## src/rtl/sfc_pkg.sv

```systemverilog
// Package for the sensor frame checker: frame layout, CRC constants,
// status and register codes, and the byte-wide CRC-16 update. No dependencies.
`default_nettype none

package sfc_pkg;

  localparam int unsigned FRAME_BYTES = 23;
  localparam int unsigned CRC_BYTES   = 21;
  localparam int unsigned COUNT_W     = 5;
  localparam int unsigned CFG_IDX_W   = 2;
  localparam int unsigned CFG_DATA_W  = 8;

  localparam logic [COUNT_W-1:0] COUNT_MAX = '1;
  localparam logic [15:0] CRC_INIT = 16'hFFFF;
  localparam logic [15:0] CRC_POLY = 16'h1021;
  localparam logic [15:0] CRC_TOP  = 16'h8000;

  // Byte offsets inside the frame
  localparam logic [COUNT_W-1:0] POS_VERSION  = COUNT_W'(0);
  localparam logic [COUNT_W-1:0] POS_ID_LAST  = COUNT_W'(2);
  localparam logic [COUNT_W-1:0] POS_DIST_END = COUNT_W'(6);
  localparam logic [COUNT_W-1:0] POS_QUALITY  = COUNT_W'(7);
  localparam logic [COUNT_W-1:0] POS_TIME_END = COUNT_W'(15);
  localparam logic [COUNT_W-1:0] POS_ALIVE    = COUNT_W'(16);
  localparam logic [COUNT_W-1:0] POS_DIAG_END = COUNT_W'(20);
  localparam logic [COUNT_W-1:0] POS_CRC_END  = COUNT_W'(FRAME_BYTES - 1);
  localparam logic [COUNT_W-1:0] POS_CRC_LIM  = COUNT_W'(CRC_BYTES);
  localparam logic [COUNT_W-1:0] POS_LAST     = COUNT_W'(FRAME_BYTES - 1);

  typedef enum logic [2:0] {
    STATUS_OK          = 3'd0,
    STATUS_BAD_LENGTH  = 3'd1,
    STATUS_BAD_VERSION = 3'd2,
    STATUS_BAD_QUALITY = 3'd3,
    STATUS_BAD_CRC     = 3'd4
  } status_e;

  typedef enum logic [CFG_IDX_W-1:0] {
    REG_EXPECTED_VERSION = 2'd0,
    REG_QUALITY_VALID    = 2'd1,
    REG_QUALITY_DEGRADED = 2'd2,
    REG_QUALITY_INVALID  = 2'd3
  } reg_idx_e;

  // CRC-16, MSB first, one byte: eight shift and conditional XOR steps
  function automatic logic [15:0] crc16_byte(input logic [15:0] crc, input logic [7:0] b);
    logic [15:0] c;
    c = crc ^ {b, 8'h00};
    for (int k = 0; k < 8; k++) begin
      if ((c & CRC_TOP) != 16'h0000) begin
        c = {c[14:0], 1'b0} ^ CRC_POLY;
      end else begin
        c = {c[14:0], 1'b0};
      end
    end
    return c;
  endfunction

endpackage

`default_nettype wire

```

## src/rtl/sensor_frame_checker_unpacker.sv

```systemverilog
// Sensor frame checker and unpacker: byte-serial CRC-16 check and field capture.
// Depends on sfc_pkg for layout, CRC update and status codes.
// The result is registered and valid in the cycle after the final byte's transaction.
// Throughput: one byte per cycle while no result is stalled, set by the byte-wide
// CRC update feeding its own register; a new frame may start right after a final byte if the result is taken.
// Reset clears frame state and the result valid flag and loads register defaults.
`default_nettype none

module sensor_frame_checker_unpacker (
  input  wire                          clk_i,
  input  wire                          rst_ni,
  // configuration write port
  input  wire                          cfg_we_i,
  input  wire [sfc_pkg::CFG_IDX_W-1:0] cfg_idx_i,
  input  wire [sfc_pkg::CFG_DATA_W-1:0] cfg_data_i,
  // byte input channel
  input  wire                          in_valid_i,
  output logic                         in_ready_o,
  input  wire [7:0]                    frame_byte_i,
  input  wire                          frame_end_i,
  // result channel
  output logic                         out_valid_o,
  input  wire                          out_ready_i,
  output logic [2:0]                   status_o,
  output logic [15:0]                  node_id_o,
  output logic [31:0]                  range_mm_o,
  output logic [7:0]                   quality_o,
  output logic [63:0]                  stamp_ns_o,
  output logic [7:0]                   live_count_o,
  output logic [31:0]                  diagnostic_word_o
);
  import sfc_pkg::*;

  // configuration registers
  logic [7:0] exp_version_q, q_valid_q, q_degraded_q, q_invalid_q;

  // frame state
  logic [COUNT_W-1:0] byte_count_q, byte_count_d;
  logic [15:0] running_crc_q, running_crc_d;
  logic [15:0] received_crc_q, received_crc_d;
  logic [7:0]  version_q, version_d;
  logic [15:0] id_q, id_d;
  logic [31:0] dist_q, dist_d;
  logic [7:0]  quality_q, quality_d;
  logic [63:0] time_q, time_d;
  logic [7:0]  alive_q, alive_d;
  logic [31:0] diag_q, diag_d;

  // result register
  logic        out_valid_q;
  status_e     status_q, status_d;
  logic [15:0] res_id_q;
  logic [31:0] res_dist_q;
  logic [7:0]  res_quality_q;
  logic [63:0] res_time_q;
  logic [7:0]  res_alive_q;
  logic [31:0] res_diag_q;

  logic in_fire, out_fire;
  logic [COUNT_W-1:0] pos;

  assign in_ready_o = !out_valid_q || out_ready_i;
  assign in_fire    = in_valid_i && in_ready_o;
  assign out_fire   = out_valid_q && out_ready_i;
  assign pos        = byte_count_q;

  // Write configuration registers
  always_ff @(posedge clk_i or negedge rst_ni) begin
    if (!rst_ni) begin
      exp_version_q <= 8'd1;
      q_valid_q     <= 8'd0;
      q_degraded_q  <= 8'd1;
      q_invalid_q   <= 8'd2;
    end else if (cfg_we_i) begin
      unique case (reg_idx_e'(cfg_idx_i))
        REG_EXPECTED_VERSION: exp_version_q <= cfg_data_i;
        REG_QUALITY_VALID:    q_valid_q     <= cfg_data_i;
        REG_QUALITY_DEGRADED: q_degraded_q  <= cfg_data_i;
        REG_QUALITY_INVALID:  q_invalid_q   <= cfg_data_i;
        default: ;
      endcase
    end
  end

  // Capture the current byte into its field and advance the CRC over bytes before the CRC field
  always_comb begin
    running_crc_d  = running_crc_q;
    received_crc_d = received_crc_q;
    version_d      = version_q;
    id_d           = id_q;
    dist_d         = dist_q;
    quality_d      = quality_q;
    time_d         = time_q;
    alive_d        = alive_q;
    diag_d         = diag_q;
    if (pos < POS_CRC_LIM) begin
      running_crc_d = crc16_byte(running_crc_q, frame_byte_i);
    end
    if (pos == POS_VERSION) begin
      version_d = frame_byte_i;
    end else if (pos <= POS_ID_LAST) begin
      id_d = {id_q[7:0], frame_byte_i};
    end else if (pos <= POS_DIST_END) begin
      dist_d = {dist_q[23:0], frame_byte_i};
    end else if (pos == POS_QUALITY) begin
      quality_d = frame_byte_i;
    end else if (pos <= POS_TIME_END) begin
      time_d = {time_q[55:0], frame_byte_i};
    end else if (pos == POS_ALIVE) begin
      alive_d = frame_byte_i;
    end else if (pos <= POS_DIAG_END) begin
      diag_d = {diag_q[23:0], frame_byte_i};
    end else if (pos <= POS_CRC_END) begin
      received_crc_d = {received_crc_q[7:0], frame_byte_i};
    end
    byte_count_d = (byte_count_q == COUNT_MAX) ? byte_count_q : byte_count_q + 1'b1;
  end

  // Run the status checks in priority order on the updated frame state
  always_comb begin
    if (pos != POS_LAST) begin
      status_d = STATUS_BAD_LENGTH;
    end else if (version_d != exp_version_q) begin
      status_d = STATUS_BAD_VERSION;
    end else if (quality_d != q_valid_q && quality_d != q_degraded_q &&
                 quality_d != q_invalid_q) begin
      status_d = STATUS_BAD_QUALITY;
    end else if (running_crc_d != received_crc_d) begin
      status_d = STATUS_BAD_CRC;
    end else begin
      status_d = STATUS_OK;
    end
  end

  // Hold frame state; clear it after the final byte
  always_ff @(posedge clk_i or negedge rst_ni) begin
    if (!rst_ni) begin
      byte_count_q   <= '0;
      running_crc_q  <= CRC_INIT;
      received_crc_q <= '0;
      version_q      <= '0;
      id_q           <= '0;
      dist_q         <= '0;
      quality_q      <= '0;
      time_q         <= '0;
      alive_q        <= '0;
      diag_q         <= '0;
    end else if (in_fire) begin
      if (frame_end_i) begin
        byte_count_q   <= '0;
        running_crc_q  <= CRC_INIT;
        received_crc_q <= '0;
        version_q      <= '0;
        id_q           <= '0;
        dist_q         <= '0;
        quality_q      <= '0;
        time_q         <= '0;
        alive_q        <= '0;
        diag_q         <= '0;
      end else begin
        byte_count_q   <= byte_count_d;
        running_crc_q  <= running_crc_d;
        received_crc_q <= received_crc_d;
        version_q      <= version_d;
        id_q           <= id_d;
        dist_q         <= dist_d;
        quality_q      <= quality_d;
        time_q         <= time_d;
        alive_q        <= alive_d;
        diag_q         <= diag_d;
      end
    end
  end

  // Result valid flag
  always_ff @(posedge clk_i or negedge rst_ni) begin
    if (!rst_ni) begin
      out_valid_q <= 1'b0;
    end else if (in_fire && frame_end_i) begin
      out_valid_q <= 1'b1;
    end else if (out_fire) begin
      out_valid_q <= 1'b0;
    end
  end

  // Load the result payload; zero the fields on any failed check
  always_ff @(posedge clk_i) begin
    if (in_fire && frame_end_i) begin
      status_q <= status_d;
      if (status_d == STATUS_OK) begin
        res_id_q      <= id_d;
        res_dist_q    <= dist_d;
        res_quality_q <= quality_d;
        res_time_q    <= time_d;
        res_alive_q   <= alive_d;
        res_diag_q    <= diag_d;
      end else begin
        res_id_q      <= '0;
        res_dist_q    <= '0;
        res_quality_q <= '0;
        res_time_q    <= '0;
        res_alive_q   <= '0;
        res_diag_q    <= '0;
      end
    end
  end

  assign out_valid_o       = out_valid_q;
  assign status_o          = status_q;
  assign node_id_o         = res_id_q;
  assign range_mm_o        = res_dist_q;
  assign quality_o         = res_quality_q;
  assign stamp_ns_o        = res_time_q;
  assign live_count_o      = res_alive_q;
  assign diagnostic_word_o = res_diag_q;

  // A stalled result blocks new bytes
  a_stall_blocks_input: assert property (@(posedge clk_i) disable iff (!rst_ni)
    (out_valid_q && !out_ready_i) |-> !in_ready_o)
    else $error("input accepted while result stalled");

  // Frame state restarts after a final byte
  a_frame_restart: assert property (@(posedge clk_i) disable iff (!rst_ni)
    (in_fire && frame_end_i) |=> (byte_count_q == '0 && running_crc_q == CRC_INIT))
    else $error("frame state not cleared after final byte");

  // Failed frames carry zeroed fields
  a_error_zeroes: assert property (@(posedge clk_i) disable iff (!rst_ni)
    (out_valid_q && status_q != STATUS_OK) |->
      (res_id_q == '0 && res_dist_q == '0 && res_time_q == '0 && res_diag_q == '0))
    else $error("error result with nonzero fields");

  // A non-final byte never produces a result
  a_no_spurious: assert property (@(posedge clk_i) disable iff (!rst_ni)
    (!out_valid_q && !(in_fire && frame_end_i)) |=> !out_valid_q)
    else $error("result without final byte");

endmodule

`default_nettype wire
```

## config.mk

```make
export PLATFORM = sky130hd
export DESIGN_NAME = sensor_frame_checker_unpacker
export DESIGN_NICKNAME = d
export VERILOG_FILES = /design/src/rtl/sfc_pkg.sv /design/src/rtl/sensor_frame_checker_unpacker.sv
export SDC_FILE = /design/constraint.sdc
export NUM_CORES = 1
export LEC_CHECK = 0
export BUFFER_PORTS_ARGS = -buffer_cell sky130_fd_sc_hd__buf_2
export CORE_ASPECT_RATIO = 0.5
export CORE_MARGIN = 3
export CORE_UTILIZATION = 45
export CTS_BUF_LIST = sky130_fd_sc_hd__clkbuf_16
export DETAILED_ROUTE_END_ITERATION = 16
export GPL_TIMING_DRIVEN = 0
export PLACE_DENSITY = 0.66
export SETUP_SLACK_MARGIN = 0.5
export SLEW_MARGIN = 30
export SYNTH_ARGS = -nofsm -noshare
export SYNTH_HDL_FRONTEND = slang
export SYNTH_SLANG_ARGS = --single-unit
```

## constraint.sdc

```tcl
create_clock -name clk_i -period 8.8 [get_ports clk_i]
set_input_delay 1.32 -clock clk_i [delete_from_list [all_inputs] [get_ports clk_i]]
set_output_delay 1.32 -clock clk_i [all_outputs]
set_load 0.02 [all_outputs]
```

# Yosys cells after proc, flatten, opt, wreduce, memory -nomap -nowiden
# Index checks and enable logic that the tools add are counted.
dict set report classes {
  eq_ne 13
  n_reduce_logical 16
  order_cmp 6
  n_bitwise 9
  addsub 1
  n_mux 69
}
# cell count
set op_table {}
lappend op_table {{32-bit 2-to-1 mux} 12}
lappend op_table {{64-bit 2-to-1 mux} 6}
lappend op_table {{16-bit 2-to-1 mux} 21}
lappend op_table {{8-bit 2-to-1 mux} 14}
lappend op_table {{13-bit 2-to-1 mux} 8}
lappend op_table {{8-bit inequality test} 4}
lappend op_table {{3-bit NOT} 8}
lappend op_table {{16-bit inequality test} 1}
lappend op_table {{16-bit bitwise XOR} 1}
lappend op_table {{3-bit 2-to-1 mux} 4}
lappend op_table {{5-bit == test (second input constant)} 2}
lappend op_table {{5-bit <= comparator (second input constant)} 2}
lappend op_table {{5-bit 2-to-1 mux} 2}
lappend op_table {{2-bit AND reduction} 5}
lappend op_table {{5-bit by 1-bit adder with 5-bit output (second input constant)} 1}
lappend op_table {{5-bit by 3-bit == test with 1-bit output (second input constant)} 1}
lappend op_table {{5-bit by 2-bit <= comparator with 1-bit output (second input constant)} 1}
lappend op_table {{5-bit by 3-bit <= comparator with 1-bit output (second input constant)} 1}
lappend op_table {{5-bit by 4-bit <= comparator with 1-bit output (second input constant)} 1}
lappend op_table {{1-bit logical AND} 5}
lappend op_table {{5-bit logical NOT} 1}
lappend op_table {{5-bit less-than comparator (second input constant)} 1}
lappend op_table {{5-bit inequality test (second input constant)} 1}
lappend op_table {{2-bit == test (second input constant)} 2}
lappend op_table {{other kinds (8)} 9}
dict set report totals {
  register_bits 401
  out_inout_bits 165
  inputBits 24
  word_cells 136
}

# Longest topological paths before layout
dict set report logic_depth {
  word_depth 31
  depth_mapped 14
  depth_no_buf 10
}

# Least setup slack after synthesis
# No wires, ideal clock.
dict set report synth_path {
  kind {input port to flip-flop}
  startpoint {input port out_ready_i}
  endpoint {register res_diag_q[0], in the netlist diagnostic_word_o[0] (enable)}
  setup_ns 0.689
  stages 5
  arrival_time_ns 8.983
  t_required_ns 8.111
  path_buffers 2
  setup_slack_ns -0.872
  cell_sequence {nand2b_1 > nand2_1 > clkbuf_1 > clkbuf_1 > nor2_1}
}
dict set report synth_between {
  elab_chain_cells 3
}
# element line_no
set synth_rtl {}
lappend synth_rtl {{start: declaration} sensor_frame_checker_unpacker.sv:23} ;# input wire out_ready_i,
lappend synth_rtl {{1-bit logical OR} sensor_frame_checker_unpacker.sv:62} ;# assign in_ready_o = !out_valid_q || out_ready_i;
lappend synth_rtl {{1-bit logical AND} sensor_frame_checker_unpacker.sv:63} ;# assign in_fire = in_valid_i && in_ready_o;
lappend synth_rtl {{1-bit logical AND} sensor_frame_checker_unpacker.sv:188} ;# if (in_fire && frame_end_i) begin
lappend synth_rtl {{end signal: assignment} sensor_frame_checker_unpacker.sv:196} ;# res_diag_q <= diag_d;
lappend synth_rtl {{end: declaration} sensor_frame_checker_unpacker.sv:57} ;# logic [31:0] res_diag_q;
# No other way between the ends.
# A chain may end at the register's enable or synchronous reset.

# Worst setup path in the final report
dict set report layout_path {
  startpoint {register byte_count_q[3]}
  endpoint {register res_dist_q[9], in the netlist range_mm_o[9] (data pin)}
}
dict set report layout_between {
  elab_chain_cells 15
  word_cells_on_any_way 39
  classes_between {order compare (6); eq/ne (8); mux (21); reduce/logical (4)}
}
# element line_no
set layout_rtl {}
lappend layout_rtl {{start: declaration} sensor_frame_checker_unpacker.sv:38} ;# logic [COUNT_W-1:0] byte_count_q, byte_count_d;
lappend layout_rtl {{start signal: assignment} sensor_frame_checker_unpacker.sv:161} ;# byte_count_q <= byte_count_d;
lappend layout_rtl {{5-bit <= comparator} sensor_frame_checker_unpacker.sv:113} ;# end else if (pos <= POS_CRC_END) begin
lappend layout_rtl {{16-bit 2-to-1 mux} sensor_frame_checker_unpacker.sv:113}
lappend layout_rtl {{16-bit 2-to-1 mux} sensor_frame_checker_unpacker.sv:111} ;# end else if (pos <= POS_DIAG_END) begin
lappend layout_rtl {{16-bit 2-to-1 mux} sensor_frame_checker_unpacker.sv:109} ;# end else if (pos == POS_ALIVE) begin
lappend layout_rtl {{16-bit 2-to-1 mux} sensor_frame_checker_unpacker.sv:107} ;# end else if (pos <= POS_TIME_END) begin
lappend layout_rtl {{16-bit 2-to-1 mux} sensor_frame_checker_unpacker.sv:105} ;# end else if (pos == POS_QUALITY) begin
lappend layout_rtl {{16-bit 2-to-1 mux} sensor_frame_checker_unpacker.sv:103} ;# end else if (pos <= POS_DIST_END) begin
lappend layout_rtl {{16-bit 2-to-1 mux} sensor_frame_checker_unpacker.sv:101} ;# end else if (pos <= POS_ID_LAST) begin
lappend layout_rtl {{16-bit 2-to-1 mux} sensor_frame_checker_unpacker.sv:99} ;# if (pos == POS_VERSION) begin
lappend layout_rtl {{16-bit inequality test} sensor_frame_checker_unpacker.sv:128} ;# end else if (running_crc_d != received_crc_d) begin
lappend layout_rtl {{3-bit 2-to-1 mux} sensor_frame_checker_unpacker.sv:128}
lappend layout_rtl {{3-bit 2-to-1 mux} sensor_frame_checker_unpacker.sv:125} ;# end else if (quality_d != q_valid_q && quality_d != q_degraded_q &&
lappend layout_rtl {{3-bit 2-to-1 mux} sensor_frame_checker_unpacker.sv:123} ;# end else if (version_d != exp_version_q) begin
lappend layout_rtl {{3-bit 2-to-1 mux} sensor_frame_checker_unpacker.sv:121} ;# if (pos != POS_LAST) begin
lappend layout_rtl {{3-bit logical NOT} sensor_frame_checker_unpacker.sv:190} ;# if (status_d == STATUS_OK) begin
lappend layout_rtl {{end signal: assignment} sensor_frame_checker_unpacker.sv:192} ;# res_dist_q <= dist_d;
lappend layout_rtl {{end: declaration} sensor_frame_checker_unpacker.sv:53} ;# logic [31:0] res_dist_q;
# Parallel ways exist; a longest one is shown, timed or not.

==> summary.txt <==
Layout
  • Number of nets in the final layout: 2015
  • Layout overhead on the synthesized area: 15.4%
  • Share of final-layout standard cells stronger than drive strength 1: 29.5%
  • Filler cell count: 3795

Synthesis
  • Library cells used by synthesis: 70
  • Synth area leader: sky130_fd_sc_hd__dfrtp_1
  • Top cells by area in the synthesized netlist: sky130_fd_sc_hd__dfrtp_1, sky130_fd_sc_hd__edfxtp_1, sky130_fd_sc_hd__mux2_2, sky130_fd_sc_hd__nor4_2, sky130_fd_sc_hd__a22o_1
  • Mapped cell area: 20600 um2
  • Avg Synthesized Cell Area: 11.7 um2
  • Main flop type after synthesis: sky130_fd_sc_hd__dfrtp_1
  • Sequential element share of the synthesized area: 52.8%
  • Synthesis-stage register bit count: 401
  • Share of synthesized registers carrying an async set or reset: 59.4%
  • Proportion of netlist area held by the largest area contributor: 26.6%
  • Number of instances in the synthesized netlist: 1757
  • Number of warnings issued by yosys: 0
  • Net count of the mapped netlist: 1786
  • Number of synthesized flops with an enable pin: 163

Pwr
  • Maximum resistive drop on vdd: 0.114 mV
  • Areal power density over the cells: 213 nW/um2
  • Internal: 0.00350 W
  • Switching power: 0.00156 W
  • Part of the power in registers: 44.5%
  • Static leakage: 9.11 nW
  • Combinational cell fraction of total power: 22.6%
  • Clock group share of total power: 32.9%
  • Proportion of total power due to net switching: 30.8%
  • Total power: 0.00506 W

Worst setup path
  • Critical Path Source Type: register
  • Peak fanout along the critical path: 10
  • Arrival time worst endpoint: 4.87 ns
  • Element type at the critical path end: register
  • Req. time, crit path: 9.08 ns
  • Path type of the worst setup path: reg2reg

Global route
  • Antenna violations before repair: 3
  • Total routing resource utilization after global routing: 23.8%
  • Number of global-route vias before repair: 14900
  • Pin count of the biggest net entering global routing: 83
  • Global-route wire length before repair: 89100 um
  • Leftover overflow at the end of global routing: 0

STA
  • Final number of max-transition violations: 0
  • Post-Route Skew: 0.0309 ns
  • Number of endpoints failing setup at the final stage: 0
  • Final total negative setup slack: 0 ns
  • Final clock period utilization by the worst path: 52.2%
  • Slew margin rel.: 32.5%
  • Worst Tran Pin Value: 1.01 ns
  • Final Hold Violating Endpoints: 0
  • Max Clk Rate: 218 MHz
  • Setup repair after global routing missed its margin: false
  • Final worst path period need: 4.59 ns

Placement
  • Final HPWL DP: 40900 um
  • Number of buffers added on ports: 179
  • Placer congestion estimate: 0.937

Run
  • Max capacitance violation total: 0

Routing
  • Number of DRC violations after detailed-routing iteration 0: 1538
  • Total length of routed met2 wires: 26700 um
  • Post-route DRC violation count: 0
  • Met1 layer wirelength in the final routing: 25700 um
  • Top metal layer carrying routed signals: met5
  • Number of routed nets with antenna violations: 0
  • 1st-pass router iterations: 5
  • DR vias: 15500
  • Average via count per standard cell: 5.93
  • Final routed wire length divided by cell count: 22.4 um
  • Detailed Route WL: 58300 um
  • Amount of wire on met3 after detailed routing: 4460 um

Floorplan
  • Count of boundary I/O pins: 189
  • Die Wd: 308 um
  • Die Outline Area: 48500 um2
  • Floorplan row count: 54
  • Starting utilization of the core area: 46.4%
  • Height of the die: 157 um
  • Core box area: 44400 um2

CTS
  • Maximum count of clock buffers along a single path: 3
  • CTS Sinks: 401
  • CTS Buf Count: 39
  • CTS tree: built
  • Count of hold buffers inserted by post-cts repair: 0
  • CTS clock-pin slew for the worst setup and hold paths: 0.07 ns
  • Quantity of gates resized following cts: 0
  • Clock H-tree levels: 2
  • Buffer count from post-CTS setup fixing: 0
  • Buffer type at the clock tree root: sky130_fd_sc_hd__clkbuf_16
  • Clock latency on the worst-skew pair: 0.56 ns

Outcome
  • Result of the run: completed

Worst hold path
  • HP Class: reg2reg
==> layer usage <==
layer  up-vias  track usage (%)
met2       553             37.7
met4         4             5.79
met3        86             5.28
li1       7145                -
met1      7677             33.5
met5         -                0
==> cells by family after synthesis <==
logic type               after synthesis  synth area share [%]
AO/OA/AOI/OAI                        354                  12.1
XOR/XNOR                              74                  3.74
adder cells (fa/ha/maj)                5                 0.304
buffers and inverters                199                  4.38
flip-flops                           401                  52.8
multiplexers                         185                  9.96
AND/OR/NAND/NOR                      539                  16.7
==> cell usage in the layout, fill, tap and decap left out, drive strengths merged, types with 35 or more instances in the layout <==
cell type / instances
o21ai: 107
mux2: 158
edfxtp: 163
a22o: 129
nor4: 169
dfrtp: 219
xor2: 35
nand3: 163
nor2: 38
a21oi: 39
clkbuf: 151
nand2: 110
buf: 254
==> sequential cells by signal, summed over array words and instances (netlist names), 32 cells and up <==
register           cells
dist_q                32
stamp_ns_o            64
diag_q                32
diagnostic_word_o     32
time_q                64
range_mm_o            32
==> power by group through the flow <==
stage | Clock (W) | Combinational [W] | Sequential (W)
floorplan | 0 | 0.000821 | 0.00229
global placement | 0 | 0.00110 | 0.00229
detailed placement | 0 | 0.00113 | 0.00228
CTS | 0.00169 | 0.00114 | 0.00225
global route | 0.00177 | 0.00125 | 0.00227
finish | 0.00166 | 0.00114 | 0.00225
==> Yosys cell counts (all sizes together) (6+ instances only) <==
| cell type | number |
|---|---|
| a21oi | 39 |
| a22o | 129 |
| a22oi | 34 |
| and2 | 6 |
| and3 | 8 |
| buf | 66 |
| clkbuf | 111 |
| dfrtp | 219 |
| dfstp | 19 |
| edfxtp | 163 |
| inv | 21 |
| mux2 | 158 |
| mux2i | 27 |
| nand2 | 110 |
| nand3 | 163 |
| nor2 | 38 |
| nor3 | 12 |
| nor4 | 169 |
| o21ai | 107 |
| o22ai | 16 |
| or3 | 7 |
| xnor2 | 34 |
| xor2 | 35 |
==> worst max-delay path: stages, from the launching register on <==
cell,delay (ns)
sky130_fd_sc_hd__dfrtp_1,0.46
sky130_fd_sc_hd__buf_2,0.27
sky130_fd_sc_hd__and3_1,0.22
sky130_fd_sc_hd__ha_1,0.35
sky130_fd_sc_hd__and4bb_1,0.27
sky130_fd_sc_hd__nand2_2,0.14
sky130_fd_sc_hd__buf_6,0.17
sky130_fd_sc_hd__buf_2,0.26
sky130_fd_sc_hd__mux2i_1,0.29
sky130_fd_sc_hd__xor2_1,0.24
sky130_fd_sc_hd__nand4_2,0.49
sky130_fd_sc_hd__buf_2,0.44
sky130_fd_sc_hd__buf_2,0.27
sky130_fd_sc_hd__nor4_2,0.43
==> stage by stage <==
step                hold WS (ns)  worst slack, ns  utilization, %  area, um2  instances
floorplan                  0.442             1.89               -      20600       1757
global placement           0.459           -0.565            50.1      22200       2524
detailed placement         0.471             3.83            50.7      22500       2533
CTS                        0.485             4.30            53.5      23700       2605
global route               0.506             3.96            53.5      23700       2606
finish                     0.479             4.21            53.5      23800       2607
==> area by class of cell <==
type                       instances  area (um2)  area share (%)
clock buffer                      40        1000            4.21
multi-input combinational       1157        8850            37.2
timing repair buffer             188        1150            4.86
tap                              588         736            3.10
inverter                          22        82.6           0.348
antenna                            2        5.00          0.0211
sequential                       401       10900            45.8
buffer                           177         820            3.45
clock inverter                    32         233           0.980
==> path summary, 6_finish.rpt <==
| path | slack, ns | to | cells past startpoint | start |
|---|---|---|---|---|
| min reg2reg | 0.48 | version_q[6]$_DFFE_PN0P_ | 2 | version_q[6]$_DFFE_PN0P_ |
| min | 0.48 | version_q[6]$_DFFE_PN0P_ | 2 | version_q[6]$_DFFE_PN0P_ |
| max reg2reg | 4.21 | range_mm_o[9]$_SDFFCE_PP0P_ | 13 | byte_count_q[3]$_DFFE_PN0P_ |
| max in group asynchronous | 7.15 | time_q[52]$_DFFE_PN0P_ | 2 | rst_ni |
| max | 4.21 | range_mm_o[9]$_SDFFCE_PP0P_ | 13 | byte_count_q[3]$_DFFE_PN0P_ |
| min in group asynchronous | 0.75 | received_crc_q[13]$_DFFE_PN0P_ | 1 | rst_ni |
Power figures use the tool's default switching activity.
